$ cat src/design/gdd_pkg.sv
// shared types, codes and defaults for the gesture dwell debouncer
`default_nettype none

package gdd_pkg;

    localparam int CODE_BITS_DEF   = 4;
    localparam int COUNT_BITS_DEF  = 8;
    localparam int FIELD_CODE_BITS = 4;
    localparam int CFG_BITS        = 8;
    localparam int APB_ADDR_BITS   = 4;
    localparam int APB_DATA_BITS   = 32;

    localparam logic [1:0] FUNC_FRAME   = 2'd0;
    localparam logic [1:0] FUNC_DISARM  = 2'd1;
    localparam logic [1:0] FUNC_RESTORE = 2'd2;
    localparam logic [1:0] FUNC_SOFT_RST = 2'd3;

    localparam logic [1:0] REG_ENTER   = 2'd0;
    localparam logic [1:0] REG_SWITCH  = 2'd1;
    localparam logic [1:0] REG_RELEASE = 2'd2;

    localparam logic [CFG_BITS-1:0] ENTER_RST   = 8'd3;
    localparam logic [CFG_BITS-1:0] SWITCH_RST  = 8'd3;
    localparam logic [CFG_BITS-1:0] RELEASE_RST = 8'd5;

    typedef struct packed {
        logic [1:0]                 func;
        logic                       hand_present;
        logic [FIELD_CODE_BITS-1:0] stable_code;
        logic                       restore_armed;
        logic [FIELD_CODE_BITS-1:0] restore_blocked;
    } t_in_beat;

    typedef struct packed {
        logic [FIELD_CODE_BITS-1:0] held_gesture;
        logic                       entered;
        logic                       exited;
        logic [FIELD_CODE_BITS-1:0] exited_code;
        logic                       continuous_active;
        logic                       armed_flag;
    } t_out_beat;

    typedef struct packed {
        logic [CFG_BITS-1:0] enter_frames;
        logic [CFG_BITS-1:0] switch_frames;
        logic [CFG_BITS-1:0] release_frames;
    } t_cfg;

endpackage

`default_nettype wire

$ cat src/design/gdd_cfg.sv
// apb threshold registers
`default_nettype none

module gdd_cfg (
    input  wire logic                                i_clk,
    input  wire logic                                i_rst_n,
    input  wire logic                                psel,
    input  wire logic                                penable,
    input  wire logic                                pwrite,
    input  wire logic [gdd_pkg::APB_ADDR_BITS-1:0]   paddr,
    input  wire logic [gdd_pkg::APB_DATA_BITS-1:0]   pwdata,
    output logic      [gdd_pkg::APB_DATA_BITS-1:0]   prdata,
    output logic                                     pready,
    output gdd_pkg::t_cfg                            o_cfg
);
    import gdd_pkg::*;

    t_cfg       r_cfg;
    logic [1:0] reg_idx;
    logic       wr_en;

    assign reg_idx = paddr[3:2];
    assign wr_en   = psel && penable && pwrite;
    assign pready  = 1'b1;
    assign o_cfg   = r_cfg;

    always_ff @(posedge i_clk) begin
        if (!i_rst_n) begin
            r_cfg.enter_frames   <= ENTER_RST;
            r_cfg.switch_frames  <= SWITCH_RST;
            r_cfg.release_frames <= RELEASE_RST;
        end else if (wr_en) begin
            unique case (reg_idx)
                REG_ENTER:   r_cfg.enter_frames   <= pwdata[CFG_BITS-1:0];
                REG_SWITCH:  r_cfg.switch_frames  <= pwdata[CFG_BITS-1:0];
                REG_RELEASE: r_cfg.release_frames <= pwdata[CFG_BITS-1:0];
                default: ;
            endcase
        end
    end

    always_comb begin
        unique case (reg_idx)
            REG_ENTER:   prdata = APB_DATA_BITS'(r_cfg.enter_frames);
            REG_SWITCH:  prdata = APB_DATA_BITS'(r_cfg.switch_frames);
            REG_RELEASE: prdata = APB_DATA_BITS'(r_cfg.release_frames);
            default:     prdata = '0;
        endcase
    end

endmodule

`default_nettype wire

$ cat src/design/gdd_in_stage.sv
// input register with stall toward the source
`default_nettype none

module gdd_in_stage (
    input  wire logic              i_clk,
    input  wire logic              i_rst_n,
    input  wire logic              i_in_valid,
    output logic                   o_in_stall,
    input  wire gdd_pkg::t_in_beat i_in_data,
    input  wire logic              i_advance,
    output logic                   o_beat_valid,
    output gdd_pkg::t_in_beat      o_beat
);
    import gdd_pkg::*;

    logic     r_valid;
    t_in_beat r_beat;
    logic     accept;

    assign o_in_stall   = r_valid && !i_advance;
    assign accept       = i_in_valid && !o_in_stall;
    assign o_beat_valid = r_valid;
    assign o_beat       = r_beat;

    always_ff @(posedge i_clk) begin
        if (!i_rst_n) begin
            r_valid <= 1'b0;
        end else if (accept) begin
            r_valid <= 1'b1;
        end else if (i_advance) begin
            r_valid <= 1'b0;
        end
    end

    always_ff @(posedge i_clk) begin
        if (accept) begin
            r_beat <= i_in_data;
        end
    end

endmodule

`default_nettype wire

$ cat src/design/gdd_core.sv
// dwell, switch and release state with the result register
`default_nettype none

module gdd_core #(
    parameter int CODE_BITS  = gdd_pkg::CODE_BITS_DEF,
    parameter int COUNT_BITS = gdd_pkg::COUNT_BITS_DEF
) (
    input  wire logic              i_clk,
    input  wire logic              i_rst_n,
    input  wire gdd_pkg::t_cfg     i_cfg,
    input  wire logic              i_beat_valid,
    input  wire gdd_pkg::t_in_beat i_beat,
    output logic                   o_advance,
    output logic                   o_out_valid,
    input  wire logic              i_out_stall,
    output gdd_pkg::t_out_beat     o_out_data
);
    import gdd_pkg::*;

    localparam int XW = (CODE_BITS > FIELD_CODE_BITS) ? CODE_BITS : FIELD_CODE_BITS;
    localparam int CW = (COUNT_BITS > CFG_BITS) ? COUNT_BITS : CFG_BITS;

    typedef logic [CODE_BITS-1:0]  t_code;
    typedef logic [COUNT_BITS-1:0] t_count;

    function automatic t_code to_code(input logic [FIELD_CODE_BITS-1:0] f);
        logic [XW-1:0] w;
        w = XW'(f);
        return w[CODE_BITS-1:0];
    endfunction

    function automatic logic [FIELD_CODE_BITS-1:0] to_field(input t_code c);
        logic [XW-1:0] w;
        w = XW'(c);
        return w[FIELD_CODE_BITS-1:0];
    endfunction

    function automatic t_count sat_inc(input t_count v);
        return (v == '1) ? v : v + t_count'(1);
    endfunction

    function automatic logic reaches(input t_count v, input logic [CFG_BITS-1:0] thr);
        return CW'(v) >= CW'(thr);
    endfunction

    logic      r_armed;
    t_code     r_accepted;
    t_code     r_blocked;
    t_code     r_cand;
    t_count    r_cand_cnt;
    t_count    r_missing;
    logic      r_out_valid;
    t_out_beat r_out;

    logic      n_armed;
    t_code     n_accepted;
    t_code     n_blocked;
    t_code     n_cand;
    t_count    n_cand_cnt;
    t_count    n_missing;
    t_out_beat n_out;

    logic      fire;
    t_code     code;

    assign o_advance   = !r_out_valid || !i_out_stall;
    assign fire        = i_beat_valid && o_advance;
    assign o_out_valid = r_out_valid;
    assign o_out_data  = r_out;
    assign code        = to_code(i_beat.stable_code);

    always_comb begin
        t_code  held;
        t_code  ex_code;
        logic   ent;
        logic   ex;
        logic   cont;
        t_code  cand_c;
        t_count cand_n;
        logic   [CFG_BITS-1:0] need;

        n_armed    = r_armed;
        n_accepted = r_accepted;
        n_blocked  = r_blocked;
        n_cand     = r_cand;
        n_cand_cnt = r_cand_cnt;
        n_missing  = r_missing;
        held       = '0;
        ex_code    = '0;
        ent        = 1'b0;
        ex         = 1'b0;
        cont       = 1'b0;
        cand_c     = r_cand;
        cand_n     = r_cand_cnt;
        need       = i_cfg.enter_frames;

        case (i_beat.func)
            FUNC_DISARM: begin
                if (r_accepted == '0) begin
                    n_armed   = 1'b1;
                    n_blocked = '0;
                end else begin
                    n_armed   = 1'b0;
                    n_blocked = r_accepted;
                end
                n_accepted = '0;
                n_cand     = '0;
                n_cand_cnt = '0;
                n_missing  = '0;
            end
            FUNC_RESTORE: begin
                n_armed    = i_beat.restore_armed;
                n_accepted = '0;
                n_blocked  = i_beat.restore_armed ? t_code'(0)
                                                  : to_code(i_beat.restore_blocked);
                n_cand     = '0;
                n_cand_cnt = '0;
                n_missing  = '0;
            end
            FUNC_SOFT_RST: begin
                n_armed    = 1'b1;
                n_accepted = '0;
                n_blocked  = '0;
                n_cand     = '0;
                n_cand_cnt = '0;
                n_missing  = '0;
            end
            default: begin
                if (!i_beat.hand_present || code == '0) begin
                    n_missing  = sat_inc(r_missing);
                    n_cand     = '0;
                    n_cand_cnt = '0;
                    if (reaches(n_missing, i_cfg.release_frames)) begin
                        if (r_accepted != '0) begin
                            ex      = 1'b1;
                            ex_code = r_accepted;
                        end
                        n_accepted = '0;
                        n_armed    = 1'b1;
                        n_blocked  = '0;
                    end
                end else begin
                    n_missing = '0;
                    if (!r_armed && code == r_blocked) begin
                        held = r_accepted;
                    end else begin
                        if (!r_armed) begin
                            n_armed   = 1'b1;
                            n_blocked = '0;
                            cand_c    = '0;
                            cand_n    = '0;
                        end
                        if (code == r_accepted) begin
                            n_cand     = '0;
                            n_cand_cnt = '0;
                            held       = r_accepted;
                            cont       = 1'b1;
                        end else begin
                            if (cand_c != code) begin
                                cand_n = t_count'(1);
                            end else begin
                                cand_n = sat_inc(cand_n);
                            end
                            need = (r_accepted == '0) ? i_cfg.enter_frames
                                                      : i_cfg.switch_frames;
                            if (!reaches(cand_n, need)) begin
                                n_cand     = code;
                                n_cand_cnt = cand_n;
                                held       = r_accepted;
                                cont       = (r_accepted != '0);
                            end else begin
                                if (r_accepted != '0) begin
                                    ex      = 1'b1;
                                    ex_code = r_accepted;
                                end
                                n_accepted = code;
                                n_cand     = '0;
                                n_cand_cnt = '0;
                                held       = code;
                                ent        = 1'b1;
                                cont       = 1'b1;
                            end
                        end
                    end
                end
            end
        endcase

        n_out.held_gesture      = to_field(held);
        n_out.entered           = ent;
        n_out.exited            = ex;
        n_out.exited_code       = to_field(ex_code);
        n_out.continuous_active = cont;
        n_out.armed_flag        = n_armed;
    end

    always_ff @(posedge i_clk) begin
        if (!i_rst_n) begin
            r_armed     <= 1'b1;
            r_accepted  <= '0;
            r_blocked   <= '0;
            r_cand      <= '0;
            r_cand_cnt  <= '0;
            r_missing   <= '0;
            r_out_valid <= 1'b0;
        end else begin
            if (fire) begin
                r_armed    <= n_armed;
                r_accepted <= n_accepted;
                r_blocked  <= n_blocked;
                r_cand     <= n_cand;
                r_cand_cnt <= n_cand_cnt;
                r_missing  <= n_missing;
            end
            if (fire) begin
                r_out_valid <= 1'b1;
            end else if (o_advance) begin
                r_out_valid <= 1'b0;
            end
        end
    end

    always_ff @(posedge i_clk) begin
        if (fire) begin
            r_out <= n_out;
        end
    end

`ifndef SYNTHESIS
    a_accepted_armed: assert property (@(posedge i_clk) disable iff (!i_rst_n)
        (r_accepted != '0) |-> r_armed)
        else $error("accepted gesture while disarmed");

    a_blocked_disarmed: assert property (@(posedge i_clk) disable iff (!i_rst_n)
        (r_blocked != '0) |-> !r_armed)
        else $error("blocked gesture while armed");

    a_cand_pair: assert property (@(posedge i_clk) disable iff (!i_rst_n)
        ((r_cand == '0) == (r_cand_cnt == '0)))
        else $error("candidate code and count disagree");

    a_enter_shape: assert property (@(posedge i_clk) disable iff (!i_rst_n)
        (r_out_valid && r_out.entered) |->
            (r_out.continuous_active && r_out.held_gesture != '0 && r_out.armed_flag))
        else $error("entry beat without held gesture");

    a_exit_code: assert property (@(posedge i_clk) disable iff (!i_rst_n)
        (r_out_valid && r_out.exited) |-> (r_out.exited_code != '0))
        else $error("exit beat without code");
`endif

endmodule

`default_nettype wire

$ cat src/design/gesture_dwell_debouncer.sv
// a beat moves from the input register to the result register
// throughput: one beat per cycle when unstalled, set by the single-pass state update
// the input register and result register each hold one beat across stalls
// reset: synchronous active low; armed, no gesture held, no candidate,
// counters zero, thresholds enter 3, switch 3, release 5
`default_nettype none

module gesture_dwell_debouncer #(
    parameter int CODE_BITS  = gdd_pkg::CODE_BITS_DEF,
    parameter int COUNT_BITS = gdd_pkg::COUNT_BITS_DEF
) (
    input  wire logic                              i_clk,
    input  wire logic                              i_rst_n,
    input  wire logic                              i_in_valid,
    output logic                                   o_in_stall,
    input  wire gdd_pkg::t_in_beat                 i_in_data,
    output logic                                   o_out_valid,
    input  wire logic                              i_out_stall,
    output gdd_pkg::t_out_beat                     o_out_data,
    input  wire logic                              psel,
    input  wire logic                              penable,
    input  wire logic                              pwrite,
    input  wire logic [gdd_pkg::APB_ADDR_BITS-1:0] paddr,
    input  wire logic [gdd_pkg::APB_DATA_BITS-1:0] pwdata,
    output logic      [gdd_pkg::APB_DATA_BITS-1:0] prdata,
    output logic                                   pready
);
    import gdd_pkg::*;

    t_cfg     cfg;
    logic     advance;
    logic     beat_valid;
    t_in_beat beat;

    gdd_cfg u_cfg (
        .i_clk   (i_clk),
        .i_rst_n (i_rst_n),
        .psel    (psel),
        .penable (penable),
        .pwrite  (pwrite),
        .paddr   (paddr),
        .pwdata  (pwdata),
        .prdata  (prdata),
        .pready  (pready),
        .o_cfg   (cfg)
    );

    gdd_in_stage u_in_stage (
        .i_clk        (i_clk),
        .i_rst_n      (i_rst_n),
        .i_in_valid   (i_in_valid),
        .o_in_stall   (o_in_stall),
        .i_in_data    (i_in_data),
        .i_advance    (advance),
        .o_beat_valid (beat_valid),
        .o_beat       (beat)
    );

    gdd_core #(
        .CODE_BITS  (CODE_BITS),
        .COUNT_BITS (COUNT_BITS)
    ) u_core (
        .i_clk        (i_clk),
        .i_rst_n      (i_rst_n),
        .i_cfg        (cfg),
        .i_beat_valid (beat_valid),
        .i_beat       (beat),
        .o_advance    (advance),
        .o_out_valid  (o_out_valid),
        .i_out_stall  (i_out_stall),
        .o_out_data   (o_out_data)
    );

endmodule

`default_nettype wire
$ cat config.mk
export PLATFORM = sky130hd
export DESIGN_NAME = gesture_dwell_debouncer
export DESIGN_NICKNAME = d
export VERILOG_FILES = /design/src/design/gdd_pkg.sv /design/src/design/gdd_cfg.sv /design/src/design/gdd_in_stage.sv /design/src/design/gdd_core.sv /design/src/design/gesture_dwell_debouncer.sv
export SDC_FILE = /design/constraint.sdc
export NUM_CORES = 1
export LEC_CHECK = 0
export BUFFER_PORTS_ARGS = -buffer_cell sky130_fd_sc_hd__buf_2
export CAP_MARGIN = 20
export CORE_ASPECT_RATIO = 1.25
export CORE_MARGIN = 10
export CORE_UTILIZATION = 49
export DETAILED_ROUTE_END_ITERATION = 10
export PLACE_DENSITY = 0.74
export SYNTH_ARGS = -nofsm -noshare
export SYNTH_HDL_FRONTEND = slang
export SYNTH_SLANG_ARGS = --single-unit
$ cat constraint.sdc
create_clock -name i_clk -period 3.75 [get_ports i_clk]
set_clock_uncertainty 0.05 [all_clocks]
set_input_delay 0.375 -clock i_clk [delete_from_list [all_inputs] [get_ports i_clk]]
set_output_delay 0.375 -clock i_clk [all_outputs]
set_load 0.02 [all_outputs]
==> flow_summary.ini, run 1 <==
[timing]
rsz0062_at_grt = false
fin_crit_sh = 0.950
slew_headroom = 0.352
hold_viol = 0
worst_pin_slew_ns = 0.969
fmax_mhz = 281
setup_tns_ns = 0
slew_violations = 0
period_needed_ns = 3.56
setup_viol = 0

[power]
ir_drop_mv = 0.242
total_leakage_power_uw = 0.00204
power_uw = 1890
p_per_area_nw_per_um2 = 365

[synth]
synth.ff_latch_count = 79
synth_cells = 491
synth-main-ff-cell = dfxtp_1
synth_cell_types = 63
synthesis.area_um2 = 4590
async_reset_ff_frac = 0
synth-edff-count = 24
ys_seq_area_frac = 0.397
postSynthAreaPerCell_um2 = 9.34
yosysWarnings = 0

[cts]
post-cts-setup-buffers = 0
cts_buffer_depth = 2
clk_pin_slew_ns = 0.06
cts.repair.resized = 0
insertion_delay_ns = 0.34
cts_sinks = 79
cts_buffers = 9
cts_tree = built
h-tree-depth = 3
cts-hold-fix-buffers = 0
root_buffer = clkbuf_16

[hold_path]
min_path_type = in -> reg
hold_depth = 1

[floorplanning]
core_um2 = 9130
num_rows = 39
initial_utilization = 0.503
die_area_um2 = 13700
die_x_um = 107
fp.dieH_um = 128
ios = 102

[drt]
ant_nets = 0
first_iter_violations = 196
dr_wl_met2_um = 5340
wl_met3_um = 733
wire_per_inst_um = 15.6
dr_total_vias = 3687
m1WireLength_um = 4040
first_pass_iters = 4
totalWireLength_um = 10400
drc = 0
routed_via_density = 5.54
top_layer_used = met4

[worst_setup_path]
cp-end-kind = register
cp_max_fo = 9
cp.arrival_ns = 3.61
startpoint_type = register
ff2ff_path_depth = 13
required_ns = 3.80
critical_path_class = reg -> reg

[placed_design]
hpwl_um = 7600
io_buffers = 50
placedCellCount = 650
gp_congestion = 0.879

[global_route]
grt_first_pass_wirelength_um = 17000
antenna_found_initial = 0
grt_max_degree = 57
grt_pass1_vias = 3600
grt_util_all_layers = 0.151
overflow = 0

[layout]
fillers = 816
drive_gt1_frac = 0.179
mostFrequentLayoutCells = dfxtp_1 (54), buf_2 (50), nand2_1 (47)
seq_area_um2 = 1820
stdcell_count = 666
final_nets = 615
diodes = 0
multi_input_area_um2 = 2490
area_growth_pct = 12.8
final_common_cell = dfxtp_1

[status]
status = finished, final reports clean

[run]
maxCapViolations = 0
critical path, cell delays in order, from the launching register on:
cell and delay [ns]:
dfxtp_2 0.41, buf_4 0.19, nor4bb_1 0.24, nand2_1 0.09, a32o_1 0.30, nor3_1 0.36, ha_1 0.29, or3_1 0.31
a21oi_1 0.23, o31ai_2 0.11, buf_4 0.17, and3_4 0.20, a22o_1 0.22, and2_1 0.17
final timing paths:
check                           slack, ns                         startpoint                                  to
worst max register to register       0.19        u_core.r_armed$_SDFFE_PN1P_  u_core.o_out_data[3]$_SDFFCE_PN0P_
worst min-delay path                 0.16                       i_in_data[5]      u_in_stage.o_beat[5]$_DFFE_PP_
worst min register to register       0.42  u_core.r_cand_cnt[0]$_SDFFE_PN0P_   u_core.r_cand_cnt[0]$_SDFFE_PN0P_
worst max-delay path                 0.19        u_core.r_armed$_SDFFE_PN1P_  u_core.o_out_data[3]$_SDFFCE_PN0P_
cell families after synthesis:
logic type / synth area share
compound gates: 0.157
xor+xnor: 0.0306
fa+ha+maj: 0.0600
buf+inv: 0.0802
flops: 0.397
mux: 0.0747
other cells: 0.00164
simple gates: 0.199
state kept, by name, summed over array words and instances, names as in the netlist:
| register | flops |
|---|---|
| u_core.r_armed | 1 |
| u_core.r_accepted | 4 |
| u_in_stage.o_beat_valid | 1 |
| u_in_stage.o_beat | 12 |
| u_core.r_blocked | 4 |
| u_core.o_out_data | 12 |
| u_core.r_cand_cnt | 8 |
| u_core.o_out_valid | 1 |
| u_core.r_missing | 8 |
| u_core.r_cand | 4 |
| u_cfg.o_cfg | 24 |
per-layer routing:
metal	up-vias	global-route usage
met4	0	0.0670
met3	24	0.0453
met2	106	0.270
met1	1746	0.160
met5	-	0
li1	1811	-
per-stage QoR:
| stage | setup WS [ns] | util | cell area (um2) | hold slack (ns) |
|---|---|---|---|---|
| 6_report | 0.186 | 0.567 | 5170 | 0.155 |
| 5_1_grt | 0.0282 | 0.567 | 5170 | 0.147 |
| 4_1_cts | 0.0766 | 0.566 | 5170 | 0.150 |
| 3_5_place_dp | 0.0723 | 0.536 | 4890 | 0.419 |
| 3_3_place_gp | 0.239 | 0.536 | 4890 | 0.413 |
| 2_1_floorplan | 0.0858 | - | 4670 | 0.394 |
cell usage after synthesis (9+ instances only):
cell,count,area [um2]
dfxtp_1,55,1100
nor2_1,9,33.8
nand3_1,31,155
a21boi_0,11,82.6
inv_1,11,41.3
o21ai_0,20,100
a21oi_1,21,105
mux2i_1,32,320
nand2_1,47,176
clkbuf_1,18,67.6
nor2b_1,36,225
a22oi_1,16,120
buf_4,25,188
edfxtp_1,24,721
ha_1,22,275
xnor2_1,9,78.8
a22o_1,9,78.8
and2_1,9,56.3
area by class of cell:
cell class | count | share of cell area
timing repair buffer | 66 | 0.0740
sequential | 79 | 0.352
clock inverter | 7 | 0.00967
clock buffer | 9 | 0.0435
multi-input combinational | 370 | 0.482
tap | 123 | 0.0297
inverter | 12 | 0.00871
power breakdown:
group | internal, uW | total (uW) | switching, uW
Sequential | 901 | 915 | 14.4
Clock | 447 | 800 | 352
Combinational | 58.7 | 176 | 117
Note: power is estimated with default switching activity, not from simulation.
==> inputs of run 2 (changes only) <==
--- a/config.mk
+++ b/config.mk
@@ -12,6 +12,7 @@
 export CORE_UTILIZATION = 49
 export DETAILED_ROUTE_END_ITERATION = 10
 export PLACE_DENSITY = 0.74
+export REMOVE_ABC_BUFFERS = 1
 export SYNTH_ARGS = -nofsm -noshare
 export SYNTH_HDL_FRONTEND = slang
 export SYNTH_SLANG_ARGS = --single-unit
==> run 2 against run 1 <==
- routed wire length increased by 0.20%
- combinational power about the same
- global-route usage increased by 0.40 points
- sequential power hardly changed
- via count is 2.2% lower
- die area stayed put
- cell area is 1.5% lower
- count of clock-buffer cells in the layout rose by 4
- register-to-register slack improved by 0.11 ns
==> flow_summary.ini, run 2 (same netlist as run 1, synthesis figures left out) <==
[status]
status = finished, final reports clean

[placed_design]
gp_congestion = 0.863
dpl_cell_area_um2 = 4840
dp_slack_ns = 0.326
hpwl_um = 7650
io_buffers = 50

[global_route]
grt_first_pass_wirelength_um = 17200
antenna_found_initial = 0
grt_util_all_layers = 0.155
grt_pass1_vias = 3542
overflow = 0
grt_max_degree = 35

[layout]
fin_area_um2 = 5090
area_growth_pct = 11.0
fillers = 794
seq_area_um2 = 1820
drive_gt1_frac = 0.162
largest_reg_flops = 24
multi_input_area_um2 = 2490
mostFrequentLayoutCells = dfxtp_1 (55), buf_2 (50), nand2_1 (47)
final_common_cell = dfxtp_1
diodes = 0
final_nets = 610

[worst_setup_path]
reg2reg_slack_ns = 0.30
ff2ff_path_depth = 11
cp.arrival_ns = 3.49
startpoint_type = register
required_ns = 3.80
cp-end-kind = register
r2r_start = u_in_stage.o_beat[7]$_DFFE_PP_
reg2reg_to = u_core.o_out_data[3]$_SDFFCE_PN0P_
critical_path_class = reg -> reg
cp_max_fo = 9

[power]
p_per_area_nw_per_um2 = 364
internal-power_uw = 1400
total_leakage_power_uw = 0.00200
p_clk_frac = 0.412
p_sw_uw = 452
switching_share = 0.244
comb_power_share = 0.095
power.share.sequential = 0.494
ir_drop_mv = 0.205

[drt]
totalWireLength_um = 10400
drc = 0
first_iter_violations = 252
first_pass_iters = 4
wire_per_inst_um = 15.8
ant_nets = 0
dr_total_vias = 3607
routed_via_density = 5.47

[cts]
cts.repair.resized = 0
cts-hold-fix-buffers = 0
post-cts-setup-buffers = 0
cts_buffer_depth = 2
insertion_delay_ns = 0.34
cts_sinks = 79
cts_buffers = 9
h-tree-depth = 3
clk_pin_slew_ns = 0.06
cts_tree = built
root_buffer = clkbuf_16

[timing]
slew_headroom = 0.342
setup_tns_ns = 0
hold_viol = 0
worst_pin_slew_ns = 0.985
slew_violations = 0
period_needed_ns = 3.45
rsz0062_at_grt = false
layout_setup_ws_ns = 0.301
fmax_mhz = 290
fin_crit_sh = 0.920
setup_viol = 0

[hold_path]
hold_depth = 1
worst_hold_path.endpoint = u_in_stage.o_beat[0]$_DFFE_PP_
min_path_type = in -> reg
hold_path_startpoint = i_in_data[0]

[floorplanning]
initial_utilization = 0.503
die_x_um = 107
die_area_um2 = 13700
fp.dieH_um = 128
num_rows = 39
core_um2 = 9130
ios = 102

[run]
maxCapViolations = 0
[run 2: cell types whose count changed in the layout (fill, tap and decap cells not counted), moves of 2 or more]
cell / before / now
buf_4: 15 / 11
clkbuf_1: 0 / 4
clkinv_1: 3 / 1
clkinv_2: 0 / 2
clkinv_4: 4 / 0
[run 2: cell type report]
cell class | instances | share of cell area
flip-flops and latches | 79 | 0.358
inverters | 12 | 0.00884
repair buffers | 61 | 0.0653
well taps | 123 | 0.0302
multi-input cells | 370 | 0.489
clock inverters | 2 | 0.00197
clock buffers | 13 | 0.0472
[run 2: worst max-delay path by stage]
stage	from	endpoint	slack (ns)	depth (start not counted)
finish	u_in_stage.o_beat[7]$_DFFE_PP_	u_core.o_out_data[3]$_SDFFCE_PN0P_	0.30	11
global route	u_core.r_armed$_SDFFE_PN1P_	u_core.r_cand_cnt[2]$_SDFFE_PN0P_	0.07	14
CTS	u_in_stage.o_beat[7]$_DFFE_PP_	u_core.o_out_data[4]$_SDFFCE_PN0P_	0.29	11
detailed placement	u_core.r_armed$_SDFFE_PN1P_	u_core.o_out_data[4]$_SDFFCE_PN0P_	0.33	13
global placement	u_core.r_armed$_SDFFE_PN1P_	u_core.o_out_data[3]$_SDFFCE_PN0P_	0.37	13
floorplan	u_core.r_accepted[0]$_SDFFE_PN0P_	u_core.r_cand_cnt[0]$_SDFFE_PN0P_	-0.31	9
[run 2: power by group through the flow]
stage | clock network (uW) | logic (uW) | registers [uW]
4_1_cts | 774 | 173 | 915
5_1_grt | 809 | 191 | 917
3_3_place_gp | 0 | 169 | 933
6_report | 763 | 176 | 915
3_5_place_dp | 0 | 173 | 933
2_1_floorplan | 0 | 96.2 | 940
[run 2: worst max-delay path, cell delays in order (launching register included)]
cell      delay (ns)
edfxtp_1        0.59
nand4b_1        0.16
o22a_1          0.22
a32o_1          0.31
nor3_1          0.37
ha_1            0.29
or3_1           0.30
a21oi_1         0.16
o31ai_2         0.13
and3_4          0.22
a22o_1          0.23
and2_1          0.17
[run 2: layer usage]
metal	global-route usage	part of all wire	up-vias
met5	0	0	-
met4	0.0670	0.019	0
met3	0.0423	0.054	15
met2	0.274	0.53	89
met1	0.169	0.39	1708
li1	-	-	1795
[run 2: per-stage QoR]
| stage | util | instances | hold WS (ns) | total power, uW |
|---|---|---|---|---|
| 6_report | 0.558 | 660 | 0.155 | 1850 |
| 5_1_grt | 0.558 | 660 | 0.147 | 1920 |
| 4_1_cts | 0.557 | 659 | 0.149 | 1860 |
| 3_5_place_dp | 0.530 | 644 | 0.422 | 1110 |
| 3_3_place_gp | 0.530 | 644 | 0.411 | 1100 |
| 2_1_floorplan | - | 461 | 0.387 | 1040 |
==> inputs of run 3 (changes only) <==
--- a/config.mk
+++ b/config.mk
@@ -5,14 +5,15 @@
 export SDC_FILE = /design/constraint.sdc
 export NUM_CORES = 1
 export LEC_CHECK = 0
-export BUFFER_PORTS_ARGS = -buffer_cell sky130_fd_sc_hd__buf_2
+export BUFFER_PORTS_ARGS = -buffer_cell sky130_fd_sc_hd__clkbuf_2
 export CAP_MARGIN = 20
 export CORE_ASPECT_RATIO = 1.25
 export CORE_MARGIN = 10
 export CORE_UTILIZATION = 49
 export DETAILED_ROUTE_END_ITERATION = 10
-export PLACE_DENSITY = 0.74
+export PLACE_DENSITY = 0.73
 export REMOVE_ABC_BUFFERS = 1
 export SYNTH_ARGS = -nofsm -noshare
 export SYNTH_HDL_FRONTEND = slang
+export SYNTH_HIERARCHICAL = 1
 export SYNTH_SLANG_ARGS = --single-unit
==> run 3 against run 2 <==
- synthesized area rose by 7.8%
- critical path type unchanged
- cell area rose by 8.1%
- register-to-register slack got worse by 0.04 ns
- highest routed layer unchanged
- largest power group unchanged
==> flow_summary.ini, run 3 <==
[worst_setup_path]
reg2reg_slack_ns = 0.26
startpoint = u_core/r_accepted[3]$_SDFFE_PN0P_
cpMaxStageDelayCell = nor4_2
r2r_start = u_core/r_accepted[3]$_SDFFE_PN0P_
cp.arrival_ns = 3.53
cp_max_fo = 7
startpoint_type = register
reg2reg_to = u_core/o_out_data[4]$_SDFFCE_PN0P_
crit_path_end = u_core/o_out_data[4]$_SDFFCE_PN0P_
cp-end-kind = register
ff2ff_path_depth = 8
required_ns = 3.80
worstPathCellList = nor4_2 -> buf_4 -> mux2i_1 -> ha_1 -> a2111oi_2 -> o31ai_2 -> a32o_1 -> and2_1
critical_path_class = reg -> reg
cp_slowest_stage_delay_ns = 0.70

[cts]
cts_tree = built
clk_pin_slew_ns = 0.06
cts_buffer_depth = 2
insertion_delay_ns = 0.34
h-tree-depth = 3
cts_sinks = 79
root_buffer = clkbuf_16
cts_buffers = 9
cts-hold-fix-buffers = 0

[synth]
synth_top_area_frac = 0.223
synth-edff-count = 24
async_reset_ff_frac = 0
yosysMostFrequentCell = nand2_1
ys_seq_area_frac = 0.368
synth_cells = 522
synth.ff_latch_count = 79
postSynthAreaPerCell_um2 = 9.48
synth_cell_types = 74
synth-main-ff-cell = dfxtp_1
synthesis.area_um2 = 4950
yosys.area.top_type = dfxtp_1
synth_area_leaders = dfxtp_1 (22%), edfxtp_1 (15%), mux2i_1 (8.1%)
netlist_top_cells_count = nand2_1 (64), dfxtp_1 (55), mux2i_1 (40)
yosysWarnings = 6

[power]
ir_drop_mv = 0.237
power_uw = 1970
p_per_area_nw_per_um2 = 358
total_leakage_power_uw = 0.00230

[layout]
fin_area_um2 = 5510
area_growth_pct = 11.3
largest_reg_flops = 24
mostFrequentLayoutCells = nand2_1 (64), dfxtp_1 (54), clkbuf_2 (50)
final_common_cell = nand2_1
drive_gt1_frac = 0.193
postLayoutCoreUtil = 0.564
diodes = 0
final_nets = 643
stdcell_count = 697

[floorplanning]
die_area_um2 = 14500
num_rows = 40
core_um2 = 9760
fp.dieH_um = 132
ios = 102
die_x_um = 110
initial_utilization = 0.507

[placed_design]
dp_slack_ns = -0.0601
placedCellCount = 681
dpl_cell_area_um2 = 5190
hpwl_um = 8490
gp_congestion = 0.898
io_buffers = 50

[global_route]
antenna_found_initial = 0
grt_max_degree = 42
overflow = 0
grt_first_pass_wirelength_um = 18600
grt_util_all_layers = 0.157
grt_pass1_vias = 3962

[timing]
setup_viol = 0
worst_pin_slew_ns = 1.03
slew_headroom = 0.313
fmax_mhz = 287
rsz0062_at_grt = false
layout_setup_ws_ns = 0.264
fin_crit_sh = 0.930
period_needed_ns = 3.49
hold_viol = 0
slew_violations = 0

[drt]
first_iter_violations = 263
ant_nets = 0
drc = 0
dr_total_vias = 3996
totalWireLength_um = 11400
first_pass_iters = 5
wire_per_inst_um = 16.3
routed_via_density = 5.73

[hold_path]
min_path_type = in -> reg

[run]
maxCapViolations = 0

[status]
status = finished, final reports clean
==> run 3: cell count changes in the layout (fill, tap and decap cells not counted), moves of 10 or more <==
| cell | before | now |
|---|---|---|
| clkbuf_2 | 0 | 50 |
| nand3_1 | 31 | 13 |
| nor2b_1 | 36 | 21 |
| a21boi_0 | 11 | 1 |
| buf_2 | 50 | 0 |
| nand2_1 | 47 | 64 |
==> run 3: what timing repair did <==
action / in CTS / in global routing
endpoints found under the setup margin: 5 / 15
buffers inserted: 0 / 0
pin swaps: 0 / 0
resized for setup: 2 / 3
==> run 3: stage by stage <==
stage | hold slack (ns) | TNS, ns
after floorplan | 0.397 | -6.76
after global placement | 0.407 | 0
after detailed placement | 0.418 | -0.266
after CTS | 0.148 | 0
after global routing | 0.147 | 0
final | 0.156 | 0
==> run 3: worst max-delay path: cells and delay by family, from the launching register on <==
family | cells | cell delay, ns
compound gates | 3 | 0.93
fa+ha+maj | 1 | 0.31
buf+inv | 1 | 0.32
flops | 1 | 0.39
mux | 1 | 0.36
simple gates | 2 | 0.87
==> run 3: worst min-delay path by stage <==
| stage | from | endpoint | slack, ns | depth (start not counted) |
|---|---|---|---|---|
| 6_report | i_in_data[10] | u_in_stage/o_beat[10]$_DFFE_PP_ | 0.16 | 1 |
| 5_1_grt | i_in_data[1] | u_in_stage/o_beat[1]$_DFFE_PP_ | 0.15 | 1 |
| 4_1_cts | i_in_data[7] | u_in_stage/o_beat[7]$_DFFE_PP_ | 0.15 | 1 |
| 3_5_place_dp | u_cfg/o_cfg[14]$_SDFFE_PN0P_ | u_cfg/o_cfg[14]$_SDFFE_PN0P_ | 0.42 | 2 |
| 3_3_place_gp | u_cfg/o_cfg[13]$_SDFFE_PN0P_ | u_cfg/o_cfg[13]$_SDFFE_PN0P_ | 0.41 | 2 |
| 2_1_floorplan | u_cfg/o_cfg[10]$_SDFFE_PN0P_ | u_cfg/o_cfg[10]$_SDFFE_PN0P_ | 0.40 | 2 |
==> run 3: logic make-up after synthesis <==
| logic type | Yosys count | share of synthesized area |
|---|---|---|
| AND/OR/NAND/NOR | 175 | 0.194 |
| multiplexers | 43 | 0.0878 |
| XOR/XNOR | 18 | 0.0319 |
| other | 2 | 0.00152 |
| adder cells (fa/ha/maj) | 22 | 0.0557 |
| buffers and inverters | 72 | 0.0860 |
| flip-flops | 79 | 0.368 |
| AO/OA/AOI/OAI | 111 | 0.175 |
==> run 3: layout make-up <==
class / instances / area, um2
Clock buffer: 10 / 229
Fill cell: 850 / 4250
Inverter: 18 / 67.6
Clock inverter: 6 / 70.1
Tap cell: 126 / 158
Multi-Input combinational cell: 394 / 2800
Timing Repair Buffer: 64 / 355
Sequential cell: 79 / 1820
==> run 3: per-layer routing <==
layer / vias up / share of wire / GRT usage
met4: 0 / 0.035 / 0.0746
met3: 32 / 0.062 / 0.0445
met5: - / 0 / 0
met1: 1893 / 0.41 / 0.178
li1: 1946 / - / -
met2: 125 / 0.50 / 0.260
==> run 3: power breakdown <==
group          internal [uW]  total, uW  leakage (uW)  switching, uW
logic                   59.9        187       0.00149            127
registers                901        917      0.000677           15.7
clock network            518        866      0.000135            348
total                   1480       1970       0.00230            491
